==> src/sv/jets_pkg.sv <==
// jets_pkg: shared types, constants and helpers for the julia escape-time pixel block
// no dependencies; used by every module under sv/
package jets_pkg;

    localparam int COORD_W    = 12;
    localparam int CNT_W      = 16;
    localparam int Z_W        = 32;
    localparam int STEP_W     = 31;
    localparam int SIZE_W     = 13;
    localparam int PROD_W     = 64;
    localparam int WIDE_W     = 65;
    localparam int CFG_IDX_W  = 3;
    localparam int CFG_DATA_W = 32;
    localparam int S_DATA_W   = 24;
    localparam int M_DATA_W   = 40;

    localparam logic [STEP_W-1:0] RST_PIXEL_STEP  = 31'd786432;
    localparam logic [Z_W-1:0]    RST_CONST_REAL  = 32'd76504269;
    localparam logic [Z_W-1:0]    RST_CONST_IMAG  = 32'd2684355;
    localparam logic [CNT_W-1:0]  RST_ITER_LIMIT  = 16'd256;
    localparam logic [SIZE_W-1:0] RST_FRAME_W     = 13'd1024;
    localparam logic [SIZE_W-1:0] RST_FRAME_H     = 13'd768;

    typedef enum logic [CFG_IDX_W-1:0] {
        CFG_PIXEL_STEP   = 3'd0,
        CFG_CENTER_REAL  = 3'd1,
        CFG_CENTER_IMAG  = 3'd2,
        CFG_CONST_REAL   = 3'd3,
        CFG_CONST_IMAG   = 3'd4,
        CFG_ITER_LIMIT   = 3'd5,
        CFG_FRAME_WIDTH  = 3'd6,
        CFG_FRAME_HEIGHT = 3'd7
    } t_cfg_idx;

    typedef struct packed {
        logic [STEP_W-1:0]     pixel_step;
        logic signed [Z_W-1:0] center_real;
        logic signed [Z_W-1:0] center_imag;
        logic signed [Z_W-1:0] const_real;
        logic signed [Z_W-1:0] const_imag;
        logic [CNT_W-1:0]      iter_limit;
        logic [SIZE_W-1:0]     frame_width;
        logic [SIZE_W-1:0]     frame_height;
    } t_cfg;

    typedef enum logic [2:0] {
        ST_IDLE,
        ST_START_MUL,
        ST_START,
        ST_ITER_MUL,
        ST_ITER_TEST,
        ST_DONE
    } t_state;

    // controller to datapath
    typedef struct packed {
        logic load;       // capture pixel coordinate, clear count
        logic mul_start;  // multiply offsets by pixel step
        logic set_start;  // form start point from products
        logic mul_iter;   // form re*re, im*im, re*im
        logic step;       // take one iteration, bump count
        logic emit;       // move result into output register
    } t_cmd;

    // datapath to controller
    typedef struct packed {
        logic limit_hit;  // count has reached iteration limit
        logic below;      // |z|^2 of the registered products is below 4
        logic out_full;   // output register holds an untaken result
    } t_stat;

    // clamp a wide signed value to the 32-bit z range
    function automatic logic signed [Z_W-1:0] sat_z(input logic signed [WIDE_W-1:0] v);
        logic fits;
        fits = (v[WIDE_W-1:Z_W-1] == {(WIDE_W-Z_W+1){v[Z_W-1]}});
        if (fits) begin
            sat_z = v[Z_W-1:0];
        end else if (v[WIDE_W-1]) begin
            sat_z = {1'b1, {(Z_W-1){1'b0}}};
        end else begin
            sat_z = {1'b0, {(Z_W-1){1'b1}}};
        end
    endfunction

endpackage

==> src/sv/jets_ctrl.sv <==
// jets_ctrl: sequencer for start-point setup and the escape-time iteration loop
// depends on jets_pkg; drives jets_dp through t_cmd, reads t_stat
module jets_ctrl (
    input  logic            i_clk,
    input  logic            i_rst_n,
    input  logic            i_s_tvalid,
    output logic            o_s_tready,
    input  jets_pkg::t_stat i_stat,
    output jets_pkg::t_cmd  o_cmd
);

    jets_pkg::t_state r_state;
    jets_pkg::t_state n_state;

    always_ff @(posedge i_clk) begin
        if (!i_rst_n) begin
            r_state <= jets_pkg::ST_IDLE;
        end else begin
            r_state <= n_state;
        end
    end

    always_comb begin
        n_state    = r_state;
        o_cmd      = '0;
        o_s_tready = 1'b0;
        case (r_state)
            jets_pkg::ST_IDLE: begin
                o_s_tready = 1'b1;
                if (i_s_tvalid) begin
                    o_cmd.load = 1'b1;
                    n_state    = jets_pkg::ST_START_MUL;
                end
            end
            jets_pkg::ST_START_MUL: begin
                o_cmd.mul_start = 1'b1;
                n_state         = jets_pkg::ST_START;
            end
            jets_pkg::ST_START: begin
                o_cmd.set_start = 1'b1;
                n_state         = jets_pkg::ST_ITER_MUL;
            end
            jets_pkg::ST_ITER_MUL: begin
                if (i_stat.limit_hit) begin
                    n_state = jets_pkg::ST_DONE;
                end else begin
                    o_cmd.mul_iter = 1'b1;
                    n_state        = jets_pkg::ST_ITER_TEST;
                end
            end
            jets_pkg::ST_ITER_TEST: begin
                if (i_stat.below) begin
                    o_cmd.step = 1'b1;
                    n_state    = jets_pkg::ST_ITER_MUL;
                end else begin
                    n_state = jets_pkg::ST_DONE;
                end
            end
            jets_pkg::ST_DONE: begin
                if (!i_stat.out_full) begin
                    o_cmd.emit = 1'b1;
                    n_state    = jets_pkg::ST_IDLE;
                end
            end
            default: begin
                n_state = jets_pkg::ST_IDLE;
            end
        endcase
    end

endmodule

==> config.mk <==
export PLATFORM = sky130hd
export DESIGN_NAME = jets_ctrl
export DESIGN_NICKNAME = d
export VERILOG_FILES = /design/src/sv/jets_pkg.sv /design/src/sv/jets_ctrl.sv
export SDC_FILE = /design/constraint.sdc
export NUM_CORES = 1
export LEC_CHECK = 0
export BUFFER_PORTS_ARGS = -buffer_cell sky130_fd_sc_hd__clkbuf_2
export CORE_AREA = 2 2 39 41
export CTS_CLUSTER_SIZE = 24
export DETAILED_ROUTE_END_ITERATION = 10
export DIE_AREA = 0 0 41 43
export HOLD_SLACK_MARGIN = 0.05
export PLACE_DENSITY = 0.44
export SLEW_MARGIN = 20
export SYNTH_ARGS = -nofsm -noshare
export SYNTH_HDL_FRONTEND = slang
export SYNTH_SLANG_ARGS = --single-unit
==> constraint.sdc <==
create_clock -name i_clk -period 2.16 [get_ports i_clk]
set_clock_uncertainty 0.1 [all_clocks]
set_input_delay 0.108 -clock i_clk [delete_from_list [all_inputs] [get_ports i_clk]]
set_output_delay 0.108 -clock i_clk [all_outputs]
set_load 0.01 [all_outputs]
* After elaboration in Yosys (flattened, before gate mapping) *
Cells that the tools add are included.

cells by class
  reduce and logical (&&, ||, !) cells = 2
  eq/ne operators = 7
  muxes and demuxes = 16

operator list
  cell                  number
  $pmux W3 S6           1
  $mux W1               12
  $mux W3               3
  $eq A3 B2 Y1 const B  2
  $eq A3 B3 Y1 const B  2
  $ne A2 B2 Y1 const B  2
  $eq A3 B1 Y1 const B  1
  $logic_not A3 Y1      1
  $reduce_and A2 Y1     1

storage, ports and cells
  bits in registers = 3
  word-level logic and storage cells = 26
  output and inout bits = 7

* Longest topological paths before layout *
  depth after elaboration = 3
  gate-level depth with buffers = 4
  depth with buffers taken out = 3

* Least setup slack after synthesis *
OpenSTA, ideal clock, no wires.

  kind = reg-to-reg
  from = register r_state[0]
  to = register r_state[1]
  period minus slack after synthesis = 1.130 ns
  stages on the path, launching flop included = 5
  setup time = 0.060 ns
  data required time = 2.000 ns
  path buffers = 1
  setup slack = 1.030 ns
  data arrival time = 0.971 ns
  cell sequence = dfxtp_1 -> buf_8 -> inv_1 -> nor3_1 -> o31a_1

between the ends
  longest elaborated chain between the ends = 3
  elaborated cells between the ends (all ways) = 10
  classes of those cells = eq/ne: 7; mux: 1; reduce/logical: 2

ends and longest elaborated chain
  element                                                  line             text
  start, declared                                          jets_ctrl.sv:12  jets_pkg::t_state r_state;
  start signal, assigned                                   jets_ctrl.sv:17  r_state <= jets_pkg::ST_IDLE;
  start signal, assigned                                   jets_ctrl.sv:19  r_state <= n_state;
  $eq A3 B3 Y1 / $logic_not A3 Y1 (equally long branches)  jets_ctrl.sv:27  case (r_state)
  $ne A2 B2 Y1 (no line)                                   n/a
  $reduce_and A2 Y1 (no line)                              n/a

Several ways; a longest one is shown, not always the timed one.
A chain may end at the register's enable or synchronous reset.

==> flow_summary.toml <==
[run_status]
status = "completed"

[setup_path]
crit_end = "o_cmd[0]"
r2r-start = "r_state[2]"
crit_arrival_ns = 1.25
required_ns = 1.95
slowest_delay_ns = 0.50
critPathKind = "register to primary output"
ff2ff_setup_slack_ns = 0.97
rr_endpoint = "r_state[1]"
cp_max_fo = 9
slowest_stage = "dfxtp_1"
critPathLaunchType = "register"
critical-path-top-delay-family = "flip-flops"
worstPathCellList = "nand2b_1, nor3b_1, clkbuf_2"
path_depth = 3
crit_buf_inv = 1
reg2regPathDepth = 3
setup.worst_path.start = "r_state[0]"
end_kind = "primary output"

[worst_hold_path]
hold_path.class = "primary input to register"

[yosys]
synth_top_area_cell = "dfxtp_1"
yosysSeqAreaShare_pct = 28.1
syn_nets = 31
syn_area_per_cell_um2 = 8.56
synth_top_area_share_pct = 28.1
synth_area_um2 = 214
synth.distinct_cells = 17
ys_warn_count = 0
postSynthCellCount = 25
synth_area_leaders = "dfxtp_1, buf_8, nand3b_1"
ys_ff_latch = 3

[finish]
finalCoreUtilization_pct = 22.8
nets = 48
largest_reg_flops = 3
diodes = 0
largest-register = "r_state"
drive_gt1_share_pct = 43.9
area_growth_pct = 47.4
nFillCells = 167
top_regs = "r_state (3)"

[clock_tree]
post_cts_resized = 0
post_cts_buffers = 0
insertion_delay_ns = 0.24
clock_path_buffers = 2
clockRootBuffer = "clkbuf_4"
path_clk_slew_ns = 0.04
cts_tree = "done"
ctsHtreeMaxLevel = 1
clock_sinks = 3
cts_buffers = 3
cts_hold_buf = 1

[run]
maxCapViolCount = 0

[route]
drt_iter0_drc = 7
num_vias = 231
wl_um = 556
first_pass_iters = 4
viasPerCell = 4.05
ant_nets = 0
drc_errors = 0
wl_per_cell_um = 9.75

[floorplan]
core-area_um2 = 1380
die_y_um = 43
fp.dieArea_um2 = 1760
start_util_pct = 15.5
fp-row-count = 14
ios = 13
die_w_um = 41

[sta]
whs_ns = 0.130
rsz0062_at_grt = "no"
tightest_slew_ns = 0.327
max_freq_mhz = 684
finalSetupTns_ns = 0
timing.final.crit_share_pct = 67.7
drv_slew = 0
period_needed_ns = 1.46
final-hold-violation-count = 0
setup_viol = 0
max-slew-margin-rel_pct = 78.2

[pwr]
p_total_w = 0.000284
power.density_nw_per_um2 = 902
leakage_nw = 0.136
ir_worst_vdd_v = 0.000215

[global_routing]
use_met1_pct = 11.1
grtUsageMet2_pct = 9.06
grtUsageMet3_pct = 4.19
grt_overflow = 0
grt_pass1_wl_um = 972
antenna_found_initial = 0
grt_util_all_layers_pct = 8.41
top_usage_layer = "met1"
grt_max_degree = 10
grt_pass1_vias = 227

[placed_design]
hpwl_um = 421
port_buffers = 12
gp_congestion = 0.733
## cell type report
class / count / area, µm² / share of cell area, %
timing repair buffer: 13 / 70.1 / 22.2
clock buffer: 4 / 26.3 / 8.33
multi-input combinational: 19 / 131 / 41.7
tap: 16 / 20.0 / 6.35
inverter: 2 / 7.51 / 2.38
sequential: 3 / 60.1 / 19.0
## tightest hold or removal path: stages
cell,delay [ns]
clkbuf_2,0.09
a21oi_1,0.06
o22ai_1,0.16
## metrics by stage
stage / worst slack (ns) / instance area (µm²) / instances
global route: 0.536 / 315 / 57
global placement: 0.933 / 279 / 52
finish: 0.698 / 315 / 57
detailed placement: 0.920 / 279 / 52
floorplan: 1.03 / 214 / 25
CTS: 0.669 / 315 / 57
## cells by family after synthesis
family | count (synthesis) | synth area share (%)
AND/OR/NAND/NOR | 14 | 46.8
flip-flops | 3 | 28.1
buffers and inverters | 3 | 10.5
AO/OA/AOI/OAI | 5 | 14.6
## cells in the mapped netlist, drive strengths merged
cell and instances:
o22ai 2, a21oi 1, nor2 2, dfxtp 3, nor3b 1, inv 2
nand3b 2, nor3 2, nand2 2, buf 1, nand2b 3, o31a 1
nor4b 2, o21ai 1
## power breakdown
group           total, W  internal [W]  switching [W]
combinational  0.0000924     0.0000450      0.0000474
clock           0.000102     0.0000695      0.0000324
sequential     0.0000901     0.0000657      0.0000244
## worst min path at each step
stage               start    endpoint  slack (ns)  cells past startpoint
3_5_place_dp      i_rst_n  r_state[1]        0.29                      2
3_3_place_gp      i_rst_n  r_state[1]        0.29                      2
4_1_cts        i_s_tvalid  r_state[0]        0.14                      3
5_1_grt        i_s_tvalid  r_state[0]        0.17                      3
2_1_floorplan     i_rst_n  r_state[1]        0.14                      1
6_report       i_s_tvalid  r_state[0]        0.13                      3
## per-layer routing
layer	wire, µm	vias up
li1	-	122
met1	250	94
met2	218	13
met3	71	2
met4	16	0
met5	0	-
## placed cells by master, fill, tap and decap left out
cell type,synthesis,routed
clkbuf_1,0,1
nor2_2,1,1
nor4b_1,1,1
o22ai_1,2,2
nor3b_1,1,1
dfxtp_1,3,3
o21ai_0,1,1
nor2_1,1,1
clkbuf_4,0,3
inv_1,2,2
clkbuf_2,0,12
o31a_1,1,1
nand3b_1,2,2
nor3_1,2,2
nand2b_1,2,2
nor4b_2,1,1
a21oi_1,1,1
nand2_1,2,2
nand2b_4,1,1
dlygate4sd3_1,0,1
Power figures use the tool's default switching activity.
