`src/sv/jets_pkg.sv`:
```
// jets_pkg: shared types, constants and helpers for the julia escape-time pixel block
// no dependencies; used by every module under sv/
package jets_pkg;

    localparam int COORD_W    = 12;
    localparam int CNT_W      = 16;
    localparam int Z_W        = 32;
    localparam int STEP_W     = 31;
    localparam int SIZE_W     = 13;
    localparam int PROD_W     = 64;
    localparam int WIDE_W     = 65;
    localparam int CFG_IDX_W  = 3;
    localparam int CFG_DATA_W = 32;
    localparam int S_DATA_W   = 24;
    localparam int M_DATA_W   = 40;

    localparam logic [STEP_W-1:0] RST_PIXEL_STEP  = 31'd786432;
    localparam logic [Z_W-1:0]    RST_CONST_REAL  = 32'd76504269;
    localparam logic [Z_W-1:0]    RST_CONST_IMAG  = 32'd2684355;
    localparam logic [CNT_W-1:0]  RST_ITER_LIMIT  = 16'd256;
    localparam logic [SIZE_W-1:0] RST_FRAME_W     = 13'd1024;
    localparam logic [SIZE_W-1:0] RST_FRAME_H     = 13'd768;

    typedef enum logic [CFG_IDX_W-1:0] {
        CFG_PIXEL_STEP   = 3'd0,
        CFG_CENTER_REAL  = 3'd1,
        CFG_CENTER_IMAG  = 3'd2,
        CFG_CONST_REAL   = 3'd3,
        CFG_CONST_IMAG   = 3'd4,
        CFG_ITER_LIMIT   = 3'd5,
        CFG_FRAME_WIDTH  = 3'd6,
        CFG_FRAME_HEIGHT = 3'd7
    } t_cfg_idx;

    typedef struct packed {
        logic [STEP_W-1:0]     pixel_step;
        logic signed [Z_W-1:0] center_real;
        logic signed [Z_W-1:0] center_imag;
        logic signed [Z_W-1:0] const_real;
        logic signed [Z_W-1:0] const_imag;
        logic [CNT_W-1:0]      iter_limit;
        logic [SIZE_W-1:0]     frame_width;
        logic [SIZE_W-1:0]     frame_height;
    } t_cfg;

    typedef enum logic [2:0] {
        ST_IDLE,
        ST_START_MUL,
        ST_START,
        ST_ITER_MUL,
        ST_ITER_TEST,
        ST_DONE
    } t_state;

    // controller to datapath
    typedef struct packed {
        logic load;       // capture pixel coordinate, clear count
        logic mul_start;  // multiply offsets by pixel step
        logic set_start;  // form start point from products
        logic mul_iter;   // form re*re, im*im, re*im
        logic step;       // take one iteration, bump count
        logic emit;       // move result into output register
    } t_cmd;

    // datapath to controller
    typedef struct packed {
        logic limit_hit;  // count has reached iteration limit
        logic below;      // |z|^2 of the registered products is below 4
        logic out_full;   // output register holds an untaken result
    } t_stat;

    // clamp a wide signed value to the 32-bit z range
    function automatic logic signed [Z_W-1:0] sat_z(input logic signed [WIDE_W-1:0] v);
        logic fits;
        fits = (v[WIDE_W-1:Z_W-1] == {(WIDE_W-Z_W+1){v[Z_W-1]}});
        if (fits) begin
            sat_z = v[Z_W-1:0];
        end else if (v[WIDE_W-1]) begin
            sat_z = {1'b1, {(Z_W-1){1'b0}}};
        end else begin
            sat_z = {1'b0, {(Z_W-1){1'b1}}};
        end
    endfunction

endpackage

```
`src/sv/jets_cfg.sv`:
```
// jets_cfg: configuration register file, one write port, no read-back
// depends on jets_pkg
module jets_cfg (
    input  logic                            i_clk,
    input  logic                            i_rst_n,
    input  logic                            i_we,
    input  logic [jets_pkg::CFG_IDX_W-1:0]  i_idx,
    input  logic [jets_pkg::CFG_DATA_W-1:0] i_wdata,
    output jets_pkg::t_cfg                  o_cfg
);

    jets_pkg::t_cfg r_cfg;

    always_ff @(posedge i_clk) begin
        if (!i_rst_n) begin
            r_cfg.pixel_step   <= jets_pkg::RST_PIXEL_STEP;
            r_cfg.center_real  <= '0;
            r_cfg.center_imag  <= '0;
            r_cfg.const_real   <= jets_pkg::RST_CONST_REAL;
            r_cfg.const_imag   <= jets_pkg::RST_CONST_IMAG;
            r_cfg.iter_limit   <= jets_pkg::RST_ITER_LIMIT;
            r_cfg.frame_width  <= jets_pkg::RST_FRAME_W;
            r_cfg.frame_height <= jets_pkg::RST_FRAME_H;
        end else if (i_we) begin
            case (jets_pkg::t_cfg_idx'(i_idx))
                jets_pkg::CFG_PIXEL_STEP:   r_cfg.pixel_step   <= i_wdata[jets_pkg::STEP_W-1:0];
                jets_pkg::CFG_CENTER_REAL:  r_cfg.center_real  <= i_wdata;
                jets_pkg::CFG_CENTER_IMAG:  r_cfg.center_imag  <= i_wdata;
                jets_pkg::CFG_CONST_REAL:   r_cfg.const_real   <= i_wdata;
                jets_pkg::CFG_CONST_IMAG:   r_cfg.const_imag   <= i_wdata;
                jets_pkg::CFG_ITER_LIMIT:   r_cfg.iter_limit   <= i_wdata[jets_pkg::CNT_W-1:0];
                jets_pkg::CFG_FRAME_WIDTH:  r_cfg.frame_width  <= i_wdata[jets_pkg::SIZE_W-1:0];
                jets_pkg::CFG_FRAME_HEIGHT: r_cfg.frame_height <= i_wdata[jets_pkg::SIZE_W-1:0];
                default: begin
                    r_cfg <= r_cfg;
                end
            endcase
        end
    end

    assign o_cfg = r_cfg;

endmodule

```
`config.mk`:
```
export PLATFORM = sky130hd
export DESIGN_NAME = jets_cfg
export DESIGN_NICKNAME = d
export VERILOG_FILES = /design/src/sv/jets_pkg.sv /design/src/sv/jets_cfg.sv
export SDC_FILE = /design/constraint.sdc
export NUM_CORES = 1
export LEC_CHECK = 0
export BUFFER_PORTS_ARGS = -buffer_cell sky130_fd_sc_hd__buf_2
export CORE_ASPECT_RATIO = 1.25
export CORE_MARGIN = 4
export CORE_UTILIZATION = 46
export CTS_CLUSTER_SIZE = 8
export DETAILED_ROUTE_END_ITERATION = 10
export HOLD_SLACK_MARGIN = 0.03
export MAX_ROUTING_LAYER = met4
export PLACE_DENSITY_LB_ADDON = 0.12
export SLEW_MARGIN = 20
export SYNTH_ARGS = -nofsm -noshare
export SYNTH_HDL_FRONTEND = slang
export SYNTH_SLANG_ARGS = --single-unit
```
`constraint.sdc`:
```
create_clock -name i_clk -period 1.1 [get_ports i_clk]
set_input_delay 0.11 -clock i_clk [delete_from_list [all_inputs] [get_ports i_clk]]
set_output_delay 0.11 -clock i_clk [all_outputs]
set_load 0.02 [all_outputs]
```
Word-level counts from Yosys, hierarchy flattened. Index checks and enable logic that the tools add are counted.

Flip-flop bits (word level): 201. Input bits: 38. Output and inout bits: 201. Word-level logic and storage cells: 24.

Eq/ne operators: 7. Reduce and logical (&&, ||, !) cells: 9.

Operators by type and width (number): $reduce_and A2 Y1 (8); $eq A3 B3 Y1 const B (4); $eq A3 B2 Y1 const B (2); $eq A3 B1 Y1 const B (1); $logic_not A3 Y1 (1).

Depth between registers and ports, before layout.
Depth after elaboration: 2. Gate-level depth with buffers: 5. Depth with buffers taken out: 2.

Least setup slack after synthesis. Ideal clock, no wire load.

Path type: input to register. Start point: input port i_idx[2] (netlist bit). End point: register r_cfg, in the netlist o_cfg[198]. Library setup time: 122 ps. Arrival: 1105 ps. Path slack: -126 ps. Stages on the path: 5. Path through: buf_6 > or4b_1 > buf_6 > buf_12 > mux2i_1.

Longest elaborated chain between the ends: 2.

Ends and longest elaborated chain: from (decl) (line jets_cfg.sv:7) `input logic [jets_pkg::CFG_IDX_W-1:0] i_idx,`; $logic_not A3 Y1 (line jets_cfg.sv:25) `case (jets_pkg::t_cfg_idx'(i_idx))`; $reduce_and A2 Y1 (no line); to (signal assigned) (line jets_cfg.sv:35) `r_cfg <= r_cfg;`; to (decl) (line jets_cfg.sv:12) `jets_pkg::t_cfg r_cfg;`.

Every way passes these cells. A chain may end at the register's enable or synchronous reset.

Worst setup path after layout.
Start point: register r_cfg, in the netlist o_cfg[100]. End point: output port o_cfg[100] (netlist bit).

RTL lines: to (decl) (line jets_cfg.sv:9) `output jets_pkg::t_cfg o_cfg`.

No word-level cell between the ends.

==> results.py <==
metrics = {
    "run_status": {
        "status": "completed",
    },
    "global_routing": {
        "grt_max_degree": 60,
        "grt_usage_pct": 24.04,
        "grt_pass1_wl_um": 34020,
        "grt_antenna_before_repair": 0,
        "grt_pass1_vias": 6321,
        "grt_overflow": 0,
    },
    "setup_path": {
        "cp_data_required_time_ns": 0.99,
        "cp-startpoint": "o_cfg[100]",
        "slowest_stage": "dfxtp_2",
        "cp_top_family": "flip-flops",
        "crit_type": "reg -> out",
        "start_kind": "flop",
        "crit_chain": "buf_6",
        "crit_path_max_fanout": 2,
        "worstSetupEndpointType": "output pin",
        "rr_worst_depth": 3,
        "cp_num_cells": 1,
        "timing.rr.end": "o_cfg[54]",
        "reg2reg_slack_ns": 0.34,
        "cp_slowest_stage_delay_ns": 0.35,
        "reg2reg_from": "o_cfg[54]",
        "arrival_ns": 0.99,
        "endpoint": "o_cfg[100]",
        "cp_num_buf_inv": 1,
    },
    "sta": {
        "setup_viol": 0,
        "max_slew_margin_pct": 74.92,
        "finalHoldViolations": 0,
        "worst_pin_slew_ns": 0.3757,
        "slew_violations": 0,
        "clock.fmax_mhz": 909.4,
        "fin_skew_ns": 0,
        "fin_crit_ns": 1.100,
        "finalCritPeriodShare_pct": 99.96,
        "rsz0062_at_grt": "yes",
    },
    "clock_network": {
        "htreeDepth": 1,
        "clkSinkCount": 201,
        "cts_tree": "done",
        "clock_path_buffers": 3,
        "clkSlewWorstSetupHoldPaths_ns": 0.05,
        "clock_latency_ns": 0.51,
        "cts_root_buf": "clkbuf_16",
        "cts_buffers": 29,
    },
    "power_and_ir_drop": {
        "p_switching_mw": 3.856,
        "p_int_mw": 12.87,
        "pwr-share-seq_pct": 45.5,
        "p_per_area_nw_per_um2": 1387,
        "clock_power_share_pct": 44.8,
        "ir_drop_mv": 1.312,
        "power_frac_comb_pct": 9.7,
        "leakagePower_nw": 5.724,
        "sw_frac_of_total_pct": 23.05,
    },
    "synthesis": {
        "synth_cell_types": 17,
        "synth_nets": 760,
        "yosysTopAreaCell": "dfxtp_1",
        "yosys-top-cells-area": "dfxtp_1 53%, mux2i_1 27%, nand2_1 10%",
        "avgSynthCellArea_um2": 10.43,
        "synth_cells": 722,
        "post-synth-top-area-fraction_pct": 53.46,
        "netlist_area_um2": 7527,
        "ys_seq_area_share_pct": 53.46,
        "ys.warnings.count": 0,
        "ys_ff_latch": 201,
    },
    "floorplan": {
        "die_h_um": 151.0,
        "fp.dieArea_um2": 18490,
        "die_w_um": 122.4,
        "fp-row-count": 52,
        "initial_core_util_pct": 46.65,
        "io_pins": 239,
        "core_um2": 16140,
    },
    "route": {
        "drc": 0,
        "drtAntennaViolNets": 0,
        "drt_wl_total_um": 22980,
        "detail_route.vias_per_cell": 4.997,
        "firstDrtPassIters": 4,
        "wl_per_cell_um": 18.43,
        "drt-initial-drc-count": 257,
        "vias": 6231,
    },
    "placed_design": {
        "place_congestion": 0.7794,
        "dp_cells": 1159,
        "port_buffers": 238,
        "dp.final_hpwl_um": 14510,
        "placed_area_um2": 9263,
    },
    "run": {
        "cap_violations": 0,
    },
    "finish": {
        "n_fill_cell": 1104,
        "largest_reg_flops": 201,
        "final_area_um2": 12060,
        "n_antenna_cell": 0,
        "area_growth_pct": 60.17,
        "fin_nets": 1069,
        "finalNonFillerCells": 1247,
        "drive_above_1_share_pct": 52.86,
    },
    "hold_path": {
        "hold_class": "in -> reg",
    },
}
==> power groups by stage <==
stage / Sequential (mW) / Combinational, mW / Clock (mW)
finish: 7.61 / 1.62 / 7.49
global route: 7.62 / 1.72 / 7.89
CTS: 7.60 / 1.56 / 7.60
detailed placement: 7.68 / 1.29 / 0
global placement: 7.68 / 1.28 / 0
floorplan: 7.88 / 0.558 / 0
==> worst register-to-register path, stage by stage, from the launching register on <==
cell	delay, ns
dfxtp_2	0.33
buf_4	0.12
nor2b_1	0.11
mux2i_1	0.08
==> worst min-delay path by stage <==
stage / from / end / slack [ns] / cells past startpoint
after global routing: i_idx[1] / o_cfg[168] / 0.10 / 4
after floorplan: i_wdata[9] / o_cfg[9] / 0.27 / 2
final: i_idx[1] / o_cfg[168] / 0.11 / 4
after global placement: i_wdata[9] / o_cfg[9] / 0.37 / 3
after CTS: i_idx[1] / o_cfg[169] / 0.09 / 4
after detailed placement: i_wdata[17] / o_cfg[91] / 0.39 / 3
==> placed cells by master (no fill, tap or decap), drive strengths merged <==
cell type	count
nor4b	1
and4b	1
nand4b	3
or4b	1
clkbuf	30
mux2i	201
nor2b	54
dlygate4sd3	32
nand4	1
buf	300
nor4bb	2
nand2	200
clkinv	1
nand4bb	2
dfxtp	201
dlymetal6s4s	1
==> area by class of cell <==
type / instances / area (µm²) / share of cell area [%]
clock buffer: 30 / 729.5 / 6.050
sequential: 201 / 4272 / 35.43
clock inverter: 1 / 8.758 / 0.07264
multi-input combinational: 466 / 3303 / 27.40
tap: 216 / 270.3 / 2.242
timing repair buffer: 333 / 3473 / 28.81
==> cell usage after synthesis <==
| cell | n |
|---|---|
| nand4b_1 | 3 |
| buf_4 | 7 |
| nor4bb_1 | 2 |
| mux2i_1 | 201 |
| nand4_1 | 1 |
| buf_1 | 3 |
| and4b_1 | 1 |
| or4b_1 | 1 |
| nand2_1 | 200 |
| dfxtp_1 | 201 |
| clkbuf_1 | 26 |
| nand4bb_1 | 2 |
| buf_6 | 2 |
| nor4b_4 | 1 |
| nor2b_1 | 54 |
| buf_2 | 16 |
| buf_12 | 1 |
==> per-layer routing <==
metal / track usage, % / wire, µm / vias up
met5: - / 0 / -
met4: 8.403 / 771 / 0
met3: 5.827 / 1481 / 55
met2: 42.15 / 11900 / 203
met1: 26.60 / 8826 / 2984
li1: - / - / 2989
==> cell families (layout without fill, tap and decap cells) <==
| kind of cell | Yosys count | in the layout | synth area share, % |
|---|---|---|---|
| flops | 201 | 201 | 53.46 |
| buf+inv | 55 | 364 | 3.773 |
| mux | 201 | 201 | 26.73 |
| simple gates | 265 | 265 | 16.04 |
==> stage by stage <==
stage | hold slack (ns) | power, mW | util, % | TNS, ns | setup slack (ns)
3_5_place_dp | 0.3906 | 8.971 | 57.41 | -15.02 | -0.1735
2_1_floorplan | 0.2705 | 8.436 | - | -1.395 | -0.1238
5_1_grt | 0.1000 | 17.23 | 74.72 | -0.6473 | -0.02613
4_1_cts | 0.09193 | 16.76 | 72.58 | -0.05650 | -0.01912
3_3_place_gp | 0.3737 | 8.966 | 57.41 | -12.56 | -0.1539
6_report | 0.1059 | 16.73 | 74.72 | 0 | 0.0004177
==> timing repair <==
action | CTS | global route
endpoints found under the hold margin | 116 | 13
endpoints found under the setup margin | 201 | 211
gates resized for setup | 554 | 60
setup buffers | 0 | 24
hold buffers | 31 | 2
pin swaps | 0 | 0
(Power assumes the default switching activity.)
